<file path="src/nvcp_pkg.sv">
// Shared types, character codes, register indexes and the fraction weight
// table for the name/value command parser. No dependencies.
package nvcp_pkg;

   // Configuration register indexes
   localparam int CSR_INDEX_W = 3;
   localparam logic [CSR_INDEX_W-1:0] CSR_NAME_COUNT = 3'd0;
   localparam logic [CSR_INDEX_W-1:0] CSR_NAME_0     = 3'd1;

   // Characters the parser reacts to
   localparam logic [7:0] CH_NUL    = 8'h00;
   localparam logic [7:0] CH_HASH   = 8'h23;
   localparam logic [7:0] CH_PLUS   = 8'h2B;
   localparam logic [7:0] CH_MINUS  = 8'h2D;
   localparam logic [7:0] CH_POINT  = 8'h2E;
   localparam logic [7:0] CH_ZERO   = 8'h30;
   localparam logic [7:0] CH_NINE   = 8'h39;
   localparam logic [7:0] CH_EQUALS = 8'h3D;

   // Integer part saturates at 2^31-1
   localparam logic [30:0] INT_MAX = 31'h7FFF_FFFF;
   // Fraction digit position where the weight has reached zero
   localparam logic [3:0] FRAC_POS_LAST = 4'd9;

   typedef struct packed {
      logic [7:0] rx_byte;
      logic       end_of_message;
   } req_type;

   typedef struct packed {
      logic              matched;
      logic [1:0]        match_index;
      logic signed [47:0] parsed_value;
   } rsp_type;

   // Q0.32 weight of a fraction digit: 0.1 floor-divided by 10 per position
   function automatic logic [31:0] frac_weight(input logic [3:0] pos);
      logic [31:0] w;
      case (pos)
         4'd0:    w = 32'd429496730;
         4'd1:    w = 32'd42949673;
         4'd2:    w = 32'd4294967;
         4'd3:    w = 32'd429496;
         4'd4:    w = 32'd42949;
         4'd5:    w = 32'd4294;
         4'd6:    w = 32'd429;
         4'd7:    w = 32'd42;
         4'd8:    w = 32'd4;
         default: w = 32'd0;
      endcase
      return w;
   endfunction

endpackage

</file>
<file path="src/name_value_command_parser.sv">
// Name/value command parser: the last byte of a message passes the input register, then
// its result is loaded into the result register; one byte per cycle sustained while no
// last byte waits on a full result register that is not being read. Other bytes give
// no result. Synchronous active-high reset clears message state, pipeline valids and
// the configuration registers (name count and names read as zero).
// Depends on nvcp_pkg.
module name_value_command_parser #(
   parameter int NUM_NAMES  = 4,
   parameter int NAME_CHARS = 8
) (
   input  logic                               clock,
   input  logic                               reset,
   input  logic                               req_valid,
   output logic                               req_ready,
   input  nvcp_pkg::req_type                  req_data,
   output logic                               rsp_valid,
   input  logic                               rsp_ready,
   output nvcp_pkg::rsp_type                  rsp_data,
   input  logic                               csr_valid,
   output logic                               csr_ready,
   input  logic [nvcp_pkg::CSR_INDEX_W-1:0]   csr_index,
   input  logic [63:0]                        csr_wdata
);

   localparam int NAME_W = 8 * NAME_CHARS;
   localparam int LEN_W  = $clog2(NAME_CHARS + 1);

   // Parse phase codes
   localparam logic [1:0] PH_NAME   = 2'd0;
   localparam logic [1:0] PH_VALUE  = 2'd1;
   localparam logic [1:0] PH_DONE   = 2'd2;
   localparam logic [1:0] PH_REJECT = 2'd3;

   // Configuration
   logic [2:0]  name_count_ff;
   logic [63:0] names_ff [NUM_NAMES];

   // Input register
   logic              in_valid_ff;
   nvcp_pkg::req_type in_data_ff;

   // Message state and its next values
   logic [1:0]        phase_ff, phase_in;
   logic [NAME_W-1:0] name_buf_ff, name_buf_in;
   logic [LEN_W-1:0]  name_len_ff, name_len_in;
   logic              first_ff, first_in;
   logic              neg_ff, neg_in;
   logic              frac_mode_ff, frac_mode_in;
   logic              stopped_ff, stopped_in;
   logic [30:0]       int_ff, int_in;
   logic [31:0]       frac_ff, frac_in;
   logic [3:0]        frac_pos_ff, frac_pos_in;

   // Result register
   logic              rsp_valid_ff;
   nvcp_pkg::rsp_type rsp_data_ff, rsp_data_in;

   logic       advance;
   logic [7:0] ch;
   logic       is_digit;
   logic [3:0] digit;
   logic [34:0] int_ext, int_sum;
   logic [35:0] frac_prod;
   logic [36:0] frac_sum;

   assign ch       = in_data_ff.rx_byte;
   assign is_digit = (ch >= nvcp_pkg::CH_ZERO) && (ch <= nvcp_pkg::CH_NINE);
   assign digit    = ch[3:0];

   // Held item moves on unless it is a last byte facing a full result register not being read
   assign advance   = in_valid_ff
                      && (!in_data_ff.end_of_message || !rsp_valid_ff || rsp_ready);
   assign req_ready = !in_valid_ff || advance;
   assign csr_ready = 1'b1;
   assign rsp_valid = rsp_valid_ff;
   assign rsp_data  = rsp_data_ff;

   // Digit arithmetic: integer times ten plus digit, fraction plus weighted digit
   assign int_ext   = {4'd0, int_ff};
   assign int_sum   = (int_ext << 3) + (int_ext << 1) + 35'(digit);
   assign frac_prod = 36'(digit) * 36'(nvcp_pkg::frac_weight(frac_pos_ff));
   assign frac_sum  = 37'(frac_ff) + 37'(frac_prod);

   // Per-byte state update
   always_comb begin
      logic take_char;
      phase_in     = phase_ff;
      name_buf_in  = name_buf_ff;
      name_len_in  = name_len_ff;
      first_in     = first_ff;
      neg_in       = neg_ff;
      frac_mode_in = frac_mode_ff;
      stopped_in   = stopped_ff;
      int_in       = int_ff;
      frac_in      = frac_ff;
      frac_pos_in  = frac_pos_ff;
      take_char    = 1'b0;
      case (phase_ff)
         PH_NAME: begin
            if (ch == nvcp_pkg::CH_EQUALS) begin
               phase_in = PH_VALUE;
            end else if (ch == nvcp_pkg::CH_NUL) begin
               phase_in = PH_REJECT;
            end else if (32'(name_len_ff) < NAME_CHARS) begin
               for (int k = 0; k < NAME_CHARS; k++) begin
                  if (32'(name_len_ff) == k) begin
                     name_buf_in[8*k +: 8] = ch;
                  end
               end
               name_len_in = name_len_ff + LEN_W'(1);
            end
         end
         PH_VALUE: begin
            if (ch == nvcp_pkg::CH_HASH || ch == nvcp_pkg::CH_NUL) begin
               phase_in = PH_DONE;
            end else if (first_ff) begin
               first_in = 1'b0;
               if (ch == nvcp_pkg::CH_MINUS) begin
                  neg_in = 1'b1;
               end else if (ch != nvcp_pkg::CH_PLUS) begin
                  take_char = 1'b1;
               end
            end else begin
               take_char = 1'b1;
            end
         end
         default: begin
         end
      endcase
      // Value character: point, digit or stop
      if (take_char && !stopped_ff) begin
         if (ch == nvcp_pkg::CH_POINT) begin
            frac_mode_in = 1'b1;
         end else if (!is_digit) begin
            stopped_in = 1'b1;
         end else if (!frac_mode_ff) begin
            int_in = (int_sum > 35'(nvcp_pkg::INT_MAX)) ? nvcp_pkg::INT_MAX : int_sum[30:0];
         end else begin
            frac_in = (frac_sum[36:32] != 5'd0) ? 32'hFFFF_FFFF : frac_sum[31:0];
            if (frac_pos_ff != nvcp_pkg::FRAC_POS_LAST) begin
               frac_pos_in = frac_pos_ff + 4'd1;
            end
         end
      end
   end

   // Name compare on the updated buffer, first valid match wins
   always_comb begin
      logic [NAME_W-1:0] eff;
      logic              keep;
      logic              hit;
      logic [1:0]        idx;
      logic [47:0]       mag;
      hit = 1'b0;
      idx = 2'd0;
      for (int i = 0; i < NUM_NAMES; i++) begin
         keep = 1'b1;
         for (int k = 0; k < NAME_CHARS; k++) begin
            keep = keep && (names_ff[i][8*k +: 8] != 8'd0);
            eff[8*k +: 8] = keep ? names_ff[i][8*k +: 8] : 8'd0;
         end
         if (!hit && (32'(name_count_ff) > i) && (eff == name_buf_in)) begin
            hit = 1'b1;
            idx = 2'(i);
         end
      end
      if (phase_in != PH_VALUE && phase_in != PH_DONE) begin
         hit = 1'b0;
         idx = 2'd0;
      end
      mag = {1'b0, int_in, frac_in[31:16]};
      rsp_data_in.matched      = hit;
      rsp_data_in.match_index  = idx;
      if (!hit) begin
         rsp_data_in.parsed_value = '0;
      end else if (neg_in) begin
         rsp_data_in.parsed_value = -$signed(mag);
      end else begin
         rsp_data_in.parsed_value = $signed(mag);
      end
   end

   // Configuration writes
   always_ff @(posedge clock) begin
      if (reset) begin
         name_count_ff <= 3'd0;
         for (int i = 0; i < NUM_NAMES; i++) begin
            names_ff[i] <= 64'd0;
         end
      end else if (csr_valid) begin
         if (csr_index == nvcp_pkg::CSR_NAME_COUNT) begin
            name_count_ff <= csr_wdata[2:0];
         end
         for (int i = 0; i < NUM_NAMES; i++) begin
            if (32'(csr_index) == 32'(nvcp_pkg::CSR_NAME_0) + i) begin
               names_ff[i] <= csr_wdata;
            end
         end
      end
   end

   // Input register
   always_ff @(posedge clock) begin
      if (reset) begin
         in_valid_ff <= 1'b0;
      end else if (req_ready) begin
         in_valid_ff <= req_valid;
      end
   end

   always_ff @(posedge clock) begin
      if (req_ready && req_valid) begin
         in_data_ff <= req_data;
      end
   end

   // Message state: update per byte, clear after the last byte
   always_ff @(posedge clock) begin
      if (reset || (advance && in_data_ff.end_of_message)) begin
         phase_ff     <= PH_NAME;
         name_buf_ff  <= '0;
         name_len_ff  <= '0;
         first_ff     <= 1'b1;
         neg_ff       <= 1'b0;
         frac_mode_ff <= 1'b0;
         stopped_ff   <= 1'b0;
         int_ff       <= '0;
         frac_ff      <= '0;
         frac_pos_ff  <= '0;
      end else if (advance) begin
         phase_ff     <= phase_in;
         name_buf_ff  <= name_buf_in;
         name_len_ff  <= name_len_in;
         first_ff     <= first_in;
         neg_ff       <= neg_in;
         frac_mode_ff <= frac_mode_in;
         stopped_ff   <= stopped_in;
         int_ff       <= int_in;
         frac_ff      <= frac_in;
         frac_pos_ff  <= frac_pos_in;
      end
   end

   // Result register
   always_ff @(posedge clock) begin
      if (reset) begin
         rsp_valid_ff <= 1'b0;
      end else if (advance && in_data_ff.end_of_message) begin
         rsp_valid_ff <= 1'b1;
      end else if (rsp_ready) begin
         rsp_valid_ff <= 1'b0;
      end
   end

   always_ff @(posedge clock) begin
      if (advance && in_data_ff.end_of_message) begin
         rsp_data_ff <= rsp_data_in;
      end
   end

endmodule

</file>
<file path="config.mk">
export PLATFORM = sky130hd
export DESIGN_NAME = name_value_command_parser
export DESIGN_NICKNAME = d
export VERILOG_FILES = /design/src/nvcp_pkg.sv /design/src/name_value_command_parser.sv
export SDC_FILE = /design/constraint.sdc
export NUM_CORES = 1
export LEC_CHECK = 0
export ABC_AREA = 1
export ABC_CLOCK_PERIOD_IN_PS = 16930
export BUFFER_PORTS_ARGS = -buffer_cell sky130_fd_sc_hd__buf_4
export CORE_UTILIZATION = 35
export DETAILED_ROUTE_END_ITERATION = 12
export MAX_ROUTING_LAYER = met4
export PLACE_DENSITY = 0.47
export SLEW_MARGIN = 20
export SYNTH_ARGS = -nofsm -noshare
export SYNTH_HDL_FRONTEND = slang
export SYNTH_SLANG_ARGS = --single-unit
</file>
<file path="constraint.sdc">
create_clock -name clock -period 16.93 [get_ports clock]
set_input_delay 1.693 -clock clock [delete_from_list [all_inputs] [get_ports clock]]
set_output_delay 1.693 -clock clock [all_outputs]
set_load 0.01 [all_outputs]
</file>
==> results by group, run 1 <==
Yosys
  – Yosys warnings: 0
  – Synth Flop Type: edfxtp_1
  – Count of cell types in the netlist: 52
  – Top cells by area, synth: edfxtp_1 (28%), nand2_1 (13%), dfxtp_1 (9.9%)
  – Post-Syn Area: 0.0336 sq mm
  – Synth area leader: edfxtp_1
  – Most frequent cell after synthesis: nand2_1
  – Asr flop ratio synth: 0%
  – Synth top area share: 28.2%
  – Seq cells post-synth: 482
  – Sequential area share after synthesis: 38.1%
  – Synth cell count leaders: nand2_1 (1,172), nor2_1 (755), inv_1 (736), edfxtp_1 (316), nand3_1 (263)
  – Mapped Nets: 4,967
  – Syn Area/Cell: 7.17 sq um
  – Number of synthesized flops with an enable pin: 316
  – Cells after Synth: 4,684

GRT
  – Initial antenna violation count: 2
  – Met3 usage: 2.82%
  – Global-route wire length before repair: 185 mm
  – Largest net degree at the start of global routing: 84
  – Gr ovfl total: 0
  – Met2 Track Usage GR: 41.2%
  – Routing usage on met1: 34.2%
  – Total track usage: 25.9%
  – Top Usage Layer GRT: met2
  – Vias in the first global route: 29,200

Worst setup path
  – Data arrival, critical path: 6790 ps
  – Crit path capture type: register
  – FF-to-FF setup slack: 10,550 ps
  – Worst R2R End: rsp_data[28]
  – Worst Reg-to-Reg Cells: 30
  – Crit path kind: reg -> reg
  – Reg2Reg Launch Point: ch[1]
  – Crit-path most repeated cell: nand2_1
  – Worst Setup Start Kind: register
  – Crit-path slowest cell: fa_1
  – Worst Path Required: 17,350 ps
  – Largest stage delay, worst path: 550 ps
  – Crit Path Max Fanout: 34

Clock network
  – Post-CTS resize count: 0
  – CTS root buf: clkbuf_16
  – Hold Buf Count CTS: 0
  – CTS sink cnt: 482
  – CTS tree: yes
  – Number of buffers created by CTS: 57
  – CTS H-tree depth: 2
  – Clock transition at path regs: 60 ps
  – Clock Latency Late Sink: 670 ps
  – Clk buf depth: 3
  – Setup bufs post-CTS: 0

Route
  – TritonRoute pass-1 iters: 6
  – Drt wl/cell: 20.2 um
  – Residual DRC: 0
  – DR iter-0 viols: 2,411
  – Via/cell ratio: 4.99
  – Vias: 30,400
  – Post-DRT Antenna Nets: 0
  – Final wirelength: 123 mm

Floorplanning
  – Rows: 113
  – Die footprint: 0.0972 sq mm
  – Core Region: 0.0950 sq mm
  – Die X: 312 um
  – Die height: 312 um
  – Initial core utilization: 35.4%
  – Num ports: 135

STA
  – Fin Setup TNS: 0 ps
  – Fmax: 0.157 GHz
  – RSZ-0062 raised after global routing: false
  – Setup Skew: 31.1 ps
  – PnR worst setup slack: 10,550 ps
  – Fin crit share: 37.7%
  – Fin. max-slew vios: 0
  – Slew HR: 24.0%
  – Final hold vios: 0
  – Tmin final: 6380 ps
  – Least-Margin Pin Slew: 1130 ps
  – Setup Viol. Count Final: 0

Status
  – Status: finished, final reports clean

Finish
  – Design Area, Final: 0.0377 sq mm
  – Share of post-route cells with drive strength above 1: 7.26%
  – Area Overhead vs Synth: 12.3%
  – Layout Nets: 5,060
  – Fin util: 39.7%

Power and ir drop
  – Max IR drop VDD: 0.0724 mV
  – Cell area power density: 87.9 mW/mm^2
  – Leakage: 18.9 nW

Place
  – Setup WS pre-CTS: 10,530 ps
  – Area after DPL: 0.0359 sq mm
  – PortBufs: 133
  – Placer Congestion: 1.01
  – Hpwl dp: 97.1 mm

Hold path
  – Worst Hold Class: reg -> reg
  – Hold EP: stopped_ff
  – Hold depth: 2
  – Min-delay src: stopped_ff

Flow run
  – Max Cap Viol: 0
metrics by stage:
step / hold slack, ps / std cells / power, mW
floorplan: 430 / 4684 / 1.84
global placement: 450 / 5983 / 2.11
detailed placement: 451 / 5983 / 2.10
CTS: 460 / 6089 / 3.35
global route: 495 / 6090 / 3.47
finish: 460 / 6090 / 3.32
flip-flops by register name, indices dropped and copies added, names as in the netlist, 2 cells and up, named ones only:
signal,flops
names_ff,256
name_buf_ff,64
rsp_data,51
frac_ff,32
int_ff,31
ch,8
frac_pos_ff,4
name_len_ff,4
name_count_ff,3
phase_ff,2
report_power, final:
part	switching [mW]	internal [mW]
logic	0.490	0.216
registers	0.0563	1.32
clock network	0.528	0.708
total	1.08	2.24
layout make-up:
class                           instances  area (sq um)
Clock buffer                           83          1620
Tap cell                             1265          1580
Clock inverter                         23           205
Sequential cell                       482         12800
Antenna cell                            1          2.50
Fill cell                           10200         57300
Inverter                              749          2810
Multi-Input combinational cell       3320         17500
Timing Repair Buffer                  167          1250
how the worst max path moves through the flow:
stage,to,slack (ps),start,cells after the start
after floorplan,names_ff[1][0],9600,csr_valid,4
after global placement,rsp_data[28],10650,ch[3],30
after detailed placement,rsp_data[44],10530,ch[1],30
after CTS,rsp_data[44],10520,ch[1],30
after global routing,rsp_data[44],9780,ch[1],32
final,rsp_data[28],10550,ch[1],30
cells by family after synthesis:
kind of cell	count (synthesis)	share of synthesized area (%)
other	1	0.0112
DFF	482	38.1
AOI/OAI and AO/OA	553	9.12
xor gates and xnor gates	115	3.00
buffers and inverters	882	10.1
adders and majority gates	202	9.27
and+or+nand+nor	2449	30.4
metal layers:
layer,wire length [um],share of wire [%]
met5,0,0
met4,4320,3.5
met3,6300,5.1
met2,56800,46
met1,55900,45
layout by cell type, fill, tap and decap left out, types with 4 or more instances in the layout:
master	netlist	final
fa_1	78	78
inv_2	9	11
nor2_1	755	755
nand3b_1	7	7
a31oi_1	4	4
clkinv_4	0	4
nand2_2	17	20
o21a_1	9	9
o211ai_1	23	23
dfxtp_1	166	166
buf_4	7	167
o21ai_0	216	216
nand3_1	263	263
nand3_2	5	5
edfxtp_1	316	316
o21bai_1	21	21
clkinv_2	0	9
nor4_1	44	44
nand2_1	1172	1169
o22ai_1	10	10
and3_1	4	4
a21oi_1	202	202
and2_1	7	7
or2_2	20	20
xor2_1	63	63
xnor2_1	52	52
clkbuf_8	0	5
o21ai_2	15	15
nor3_1	47	47
nor2_2	11	11
clkbuf_1	93	17
ha_1	124	124
clkbuf_16	0	59
a221oi_1	10	10
nand4_1	86	86
clkinv_1	4	7
o21ai_1	30	29
nor2_4	4	4
inv_1	736	735
critical path: cells and delay by family (launching register included):
family | cells | cell delay (ps)
simple gates | 16 | 2240
buf+inv | 6 | 810
compound gates | 3 | 650
fa+ha+maj | 5 | 2050
flops | 1 | 320
No activity file was read; power rests on OpenSTA's default activity.
==> run 2: changes to the inputs <==
--- a/config.mk
+++ b/config.mk
@@ -6,7 +6,7 @@
 export NUM_CORES = 1
 export LEC_CHECK = 0
 export ABC_AREA = 1
-export ABC_CLOCK_PERIOD_IN_PS = 16930
+export ABC_CLOCK_PERIOD_IN_PS = 6200
 export BUFFER_PORTS_ARGS = -buffer_cell sky130_fd_sc_hd__buf_4
 export CORE_UTILIZATION = 35
 export DETAILED_ROUTE_END_ITERATION = 12
==> constraint.sdc (replaced) <==
create_clock -name clock -period 6.2 [get_ports clock]
set_input_delay 0.62 -clock clock [delete_from_list [all_inputs] [get_ports clock]]
set_output_delay 0.62 -clock clock [all_outputs]
set_load 0.01 [all_outputs]
==> run 2 against run 1 <==
  * Global-route usage grew 0.24 points
  * Core utilization grew 0.43 points
  * Largest power group unchanged
  * Worst setup slack lost 10000 ps
  * Critical endpoint is now rsp_data[31]
  * Critical path type unchanged
  * Largest cell class unchanged
==> results by group, run 2 (synthesized netlist as in run 1, its figures left out) <==
Worst setup path
  – Crit path kind: reg -> reg
  – Worst Path Required: 6670 ps (-10,680 ps)
  – Worst Setup Start Kind: register
  – Crit-path most repeated cell: nand2_1
  – Largest stage delay, worst path: 560 ps (about the same)
  – FF-to-FF setup slack: 360 ps (-10,190 ps)
  – Crit path capture type: register
  – Crit Path Max Fanout: 11 (-68%)
  – Data arrival, critical path: 6310 ps (-480 ps)
  – Crit-path slowest cell: fa_1

Place
  – PortBufs: 133 (unchanged)
  – Area after DPL: 0.0361 sq mm (+0.49%)
  – Hpwl dp: 97.8 mm (+0.67%)
  – Setup WS pre-CTS: 246 ps (-10,290 ps)
  – Placer Congestion: 0.996 (-1.6%)

GRT
  – Vias in the first global route: 29,300 (+0.40%)
  – Gr ovfl total: 0 (unchanged)
  – Total track usage: 26.1% (+0.24 points)
  – Initial antenna violation count: 1 (-1)
  – Largest net degree at the start of global routing: 83 (-1.2%)
  – Global-route wire length before repair: 187 mm (+0.86%)

Finish
  – Area of the multi-input gates: 0.0176 sq mm (+0.60%)
  – Commonest non-fill, non-tap cell in the layout: nand2_1
  – Commonest non-fill, non-tap cells in the layout: nand2_1 (1,163), nor2_1 (751), inv_1 (734)
  – Fill cells: 10,100 (-0.78%)
  – Area Overhead vs Synth: 13.6%
  – Most flop-heavy register: names_ff
  – Layout Nets: 5,083 (+0.45%)
  – Design Area, Final: 0.0382 sq mm (+1.1%)
  – Max reg flops: 256 (unchanged)
  – Diode count: 0 (-1)
  – Share of post-route cells with drive strength above 1: 8.17% (+0.91 points)
  – Register Area: 0.0128 sq mm (unchanged)

Status
  – Status: finished, final reports clean

Floorplanning
  – Die X: 312 um (unchanged)
  – Num ports: 135 (unchanged)
  – Rows: 113 (unchanged)
  – Core Region: 0.0950 sq mm (unchanged)
  – Initial core utilization: 35.4% (unchanged)
  – Die footprint: 0.0972 sq mm (unchanged)
  – Die height: 312 um (unchanged)

Power and ir drop
  – Leakage: 19.1 nW (+0.91%)
  – Cell area power density: 243 mW/mm^2 (+180%)
  – Final Power: 9.26 mW (+180%)
  – Max IR drop VDD: 0.192 mV (+160%)

Hold path
  – Worst Hold Class: in -> reg

STA
  – Setup Skew: 17.7 ps (-13.4 ps)
  – Fin. max-slew vios: 0 (unchanged)
  – Tmin final: 5840 ps (-538 ps)
  – PnR worst setup slack: 361 ps (-10,190 ps)
  – Least-Margin Pin Slew: 1100 ps (-30.9 ps)
  – Slew HR: 26.0% (+2.1 points)
  – Setup Viol. Count Final: 0 (unchanged)
  – Final hold vios: 0 (unchanged)
  – Fin crit share: 94.2% (+57 points)
  – Fmax: 0.171 GHz (+9.2%)

Route
  – Drt wl/cell: 20.3 um (+0.51%)
  – TritonRoute pass-1 iters: 8 (+2)
  – Vias: 30,300 (-0.47%)
  – DR iter-0 viols: 2,573 (+6.7%)
  – Post-DRT Antenna Nets: 0 (unchanged)
  – Residual DRC: 0 (unchanged)
  – Final wirelength: 124 mm (+0.89%)
  – Via/cell ratio: 4.95 (-0.84%)

Flow run
  – Max Cap Viol: 0 (unchanged)

Clock network
  – Clk buf depth: 3 (unchanged)
  – Number of buffers created by CTS: 57 (unchanged)
  – Clock transition at path regs: 70 ps (about the same)
  – CTS H-tree depth: 2 (unchanged)
  – CTS root buf: clkbuf_16
  – Clock Latency Late Sink: 670 ps (about the same)
  – CTS tree: yes
  – CTS sink cnt: 482 (unchanged)
==> run 2: layout make-up <==
cell class | count | share of cell area (%)
timing repair buffer | 189 | 3.80
clock inverter | 39 | 1.12
sequential | 482 | 33.6
inverter | 749 | 7.38
tap | 1265 | 4.15
multi-input combinational | 3321 | 46.0
clock buffer | 68 | 3.96
==> run 2: stage by stage <==
stage | utilization, % | setup TNS, ps | cells | hold slack, ps
2_1_floorplan | - | -11500 | 4684 | 430
3_3_place_gp | 38.0 | 0 | 6003 | 464
3_5_place_dp | 38.0 | 0 | 6003 | 466
4_1_cts | 40.0 | 0 | 6110 | 78.2
5_1_grt | 40.2 | -30.7 | 6113 | 112
6_report | 40.2 | 0 | 6113 | 122
==> run 2: critical path: cells and delay by family (launching register included) <==
family                   cells  cell delay (ps)
flip-flops                   1              490
AO/OA/AOI/OAI                2              460
buffers and inverters        4              350
adder cells (fa/ha/maj)      4             1930
AND/OR/NAND/NOR             18             2400
==> run 2: timing repair <==
item,in CTS,in global routing
endpoints found under the hold margin,0,0
gates resized for setup,0,30
endpoints found under the setup margin,0,33
hold buffers,0,0
buffers inserted,0,2
==> run 2: worst paths after layout <==
path	depth (start not counted)	startpoint	end
max	28	ch[1]	rsp_data[31]
min	2	reset	in_valid_ff
max reg2reg	28	ch[1]	rsp_data[31]
min reg2reg	2	stopped_ff	stopped_ff
==> run 2: metal layers <==
layer,GRT usage (%),wire [um]
met5,-,0
met4,8.76,4400
met3,2.54,5650
met2,41.3,56800
met1,35.0,57500
==> run 2: report_power, final <==
| part | leakage [nW] | switching [mW] | total [mW] | internal [mW] |
|---|---|---|---|---|
| registers | 4.44 | 0.153 | 3.75 | 3.60 |
| clock network | 0.933 | 1.47 | 3.54 | 2.07 |
| logic | 13.7 | 1.36 | 1.97 | 0.608 |
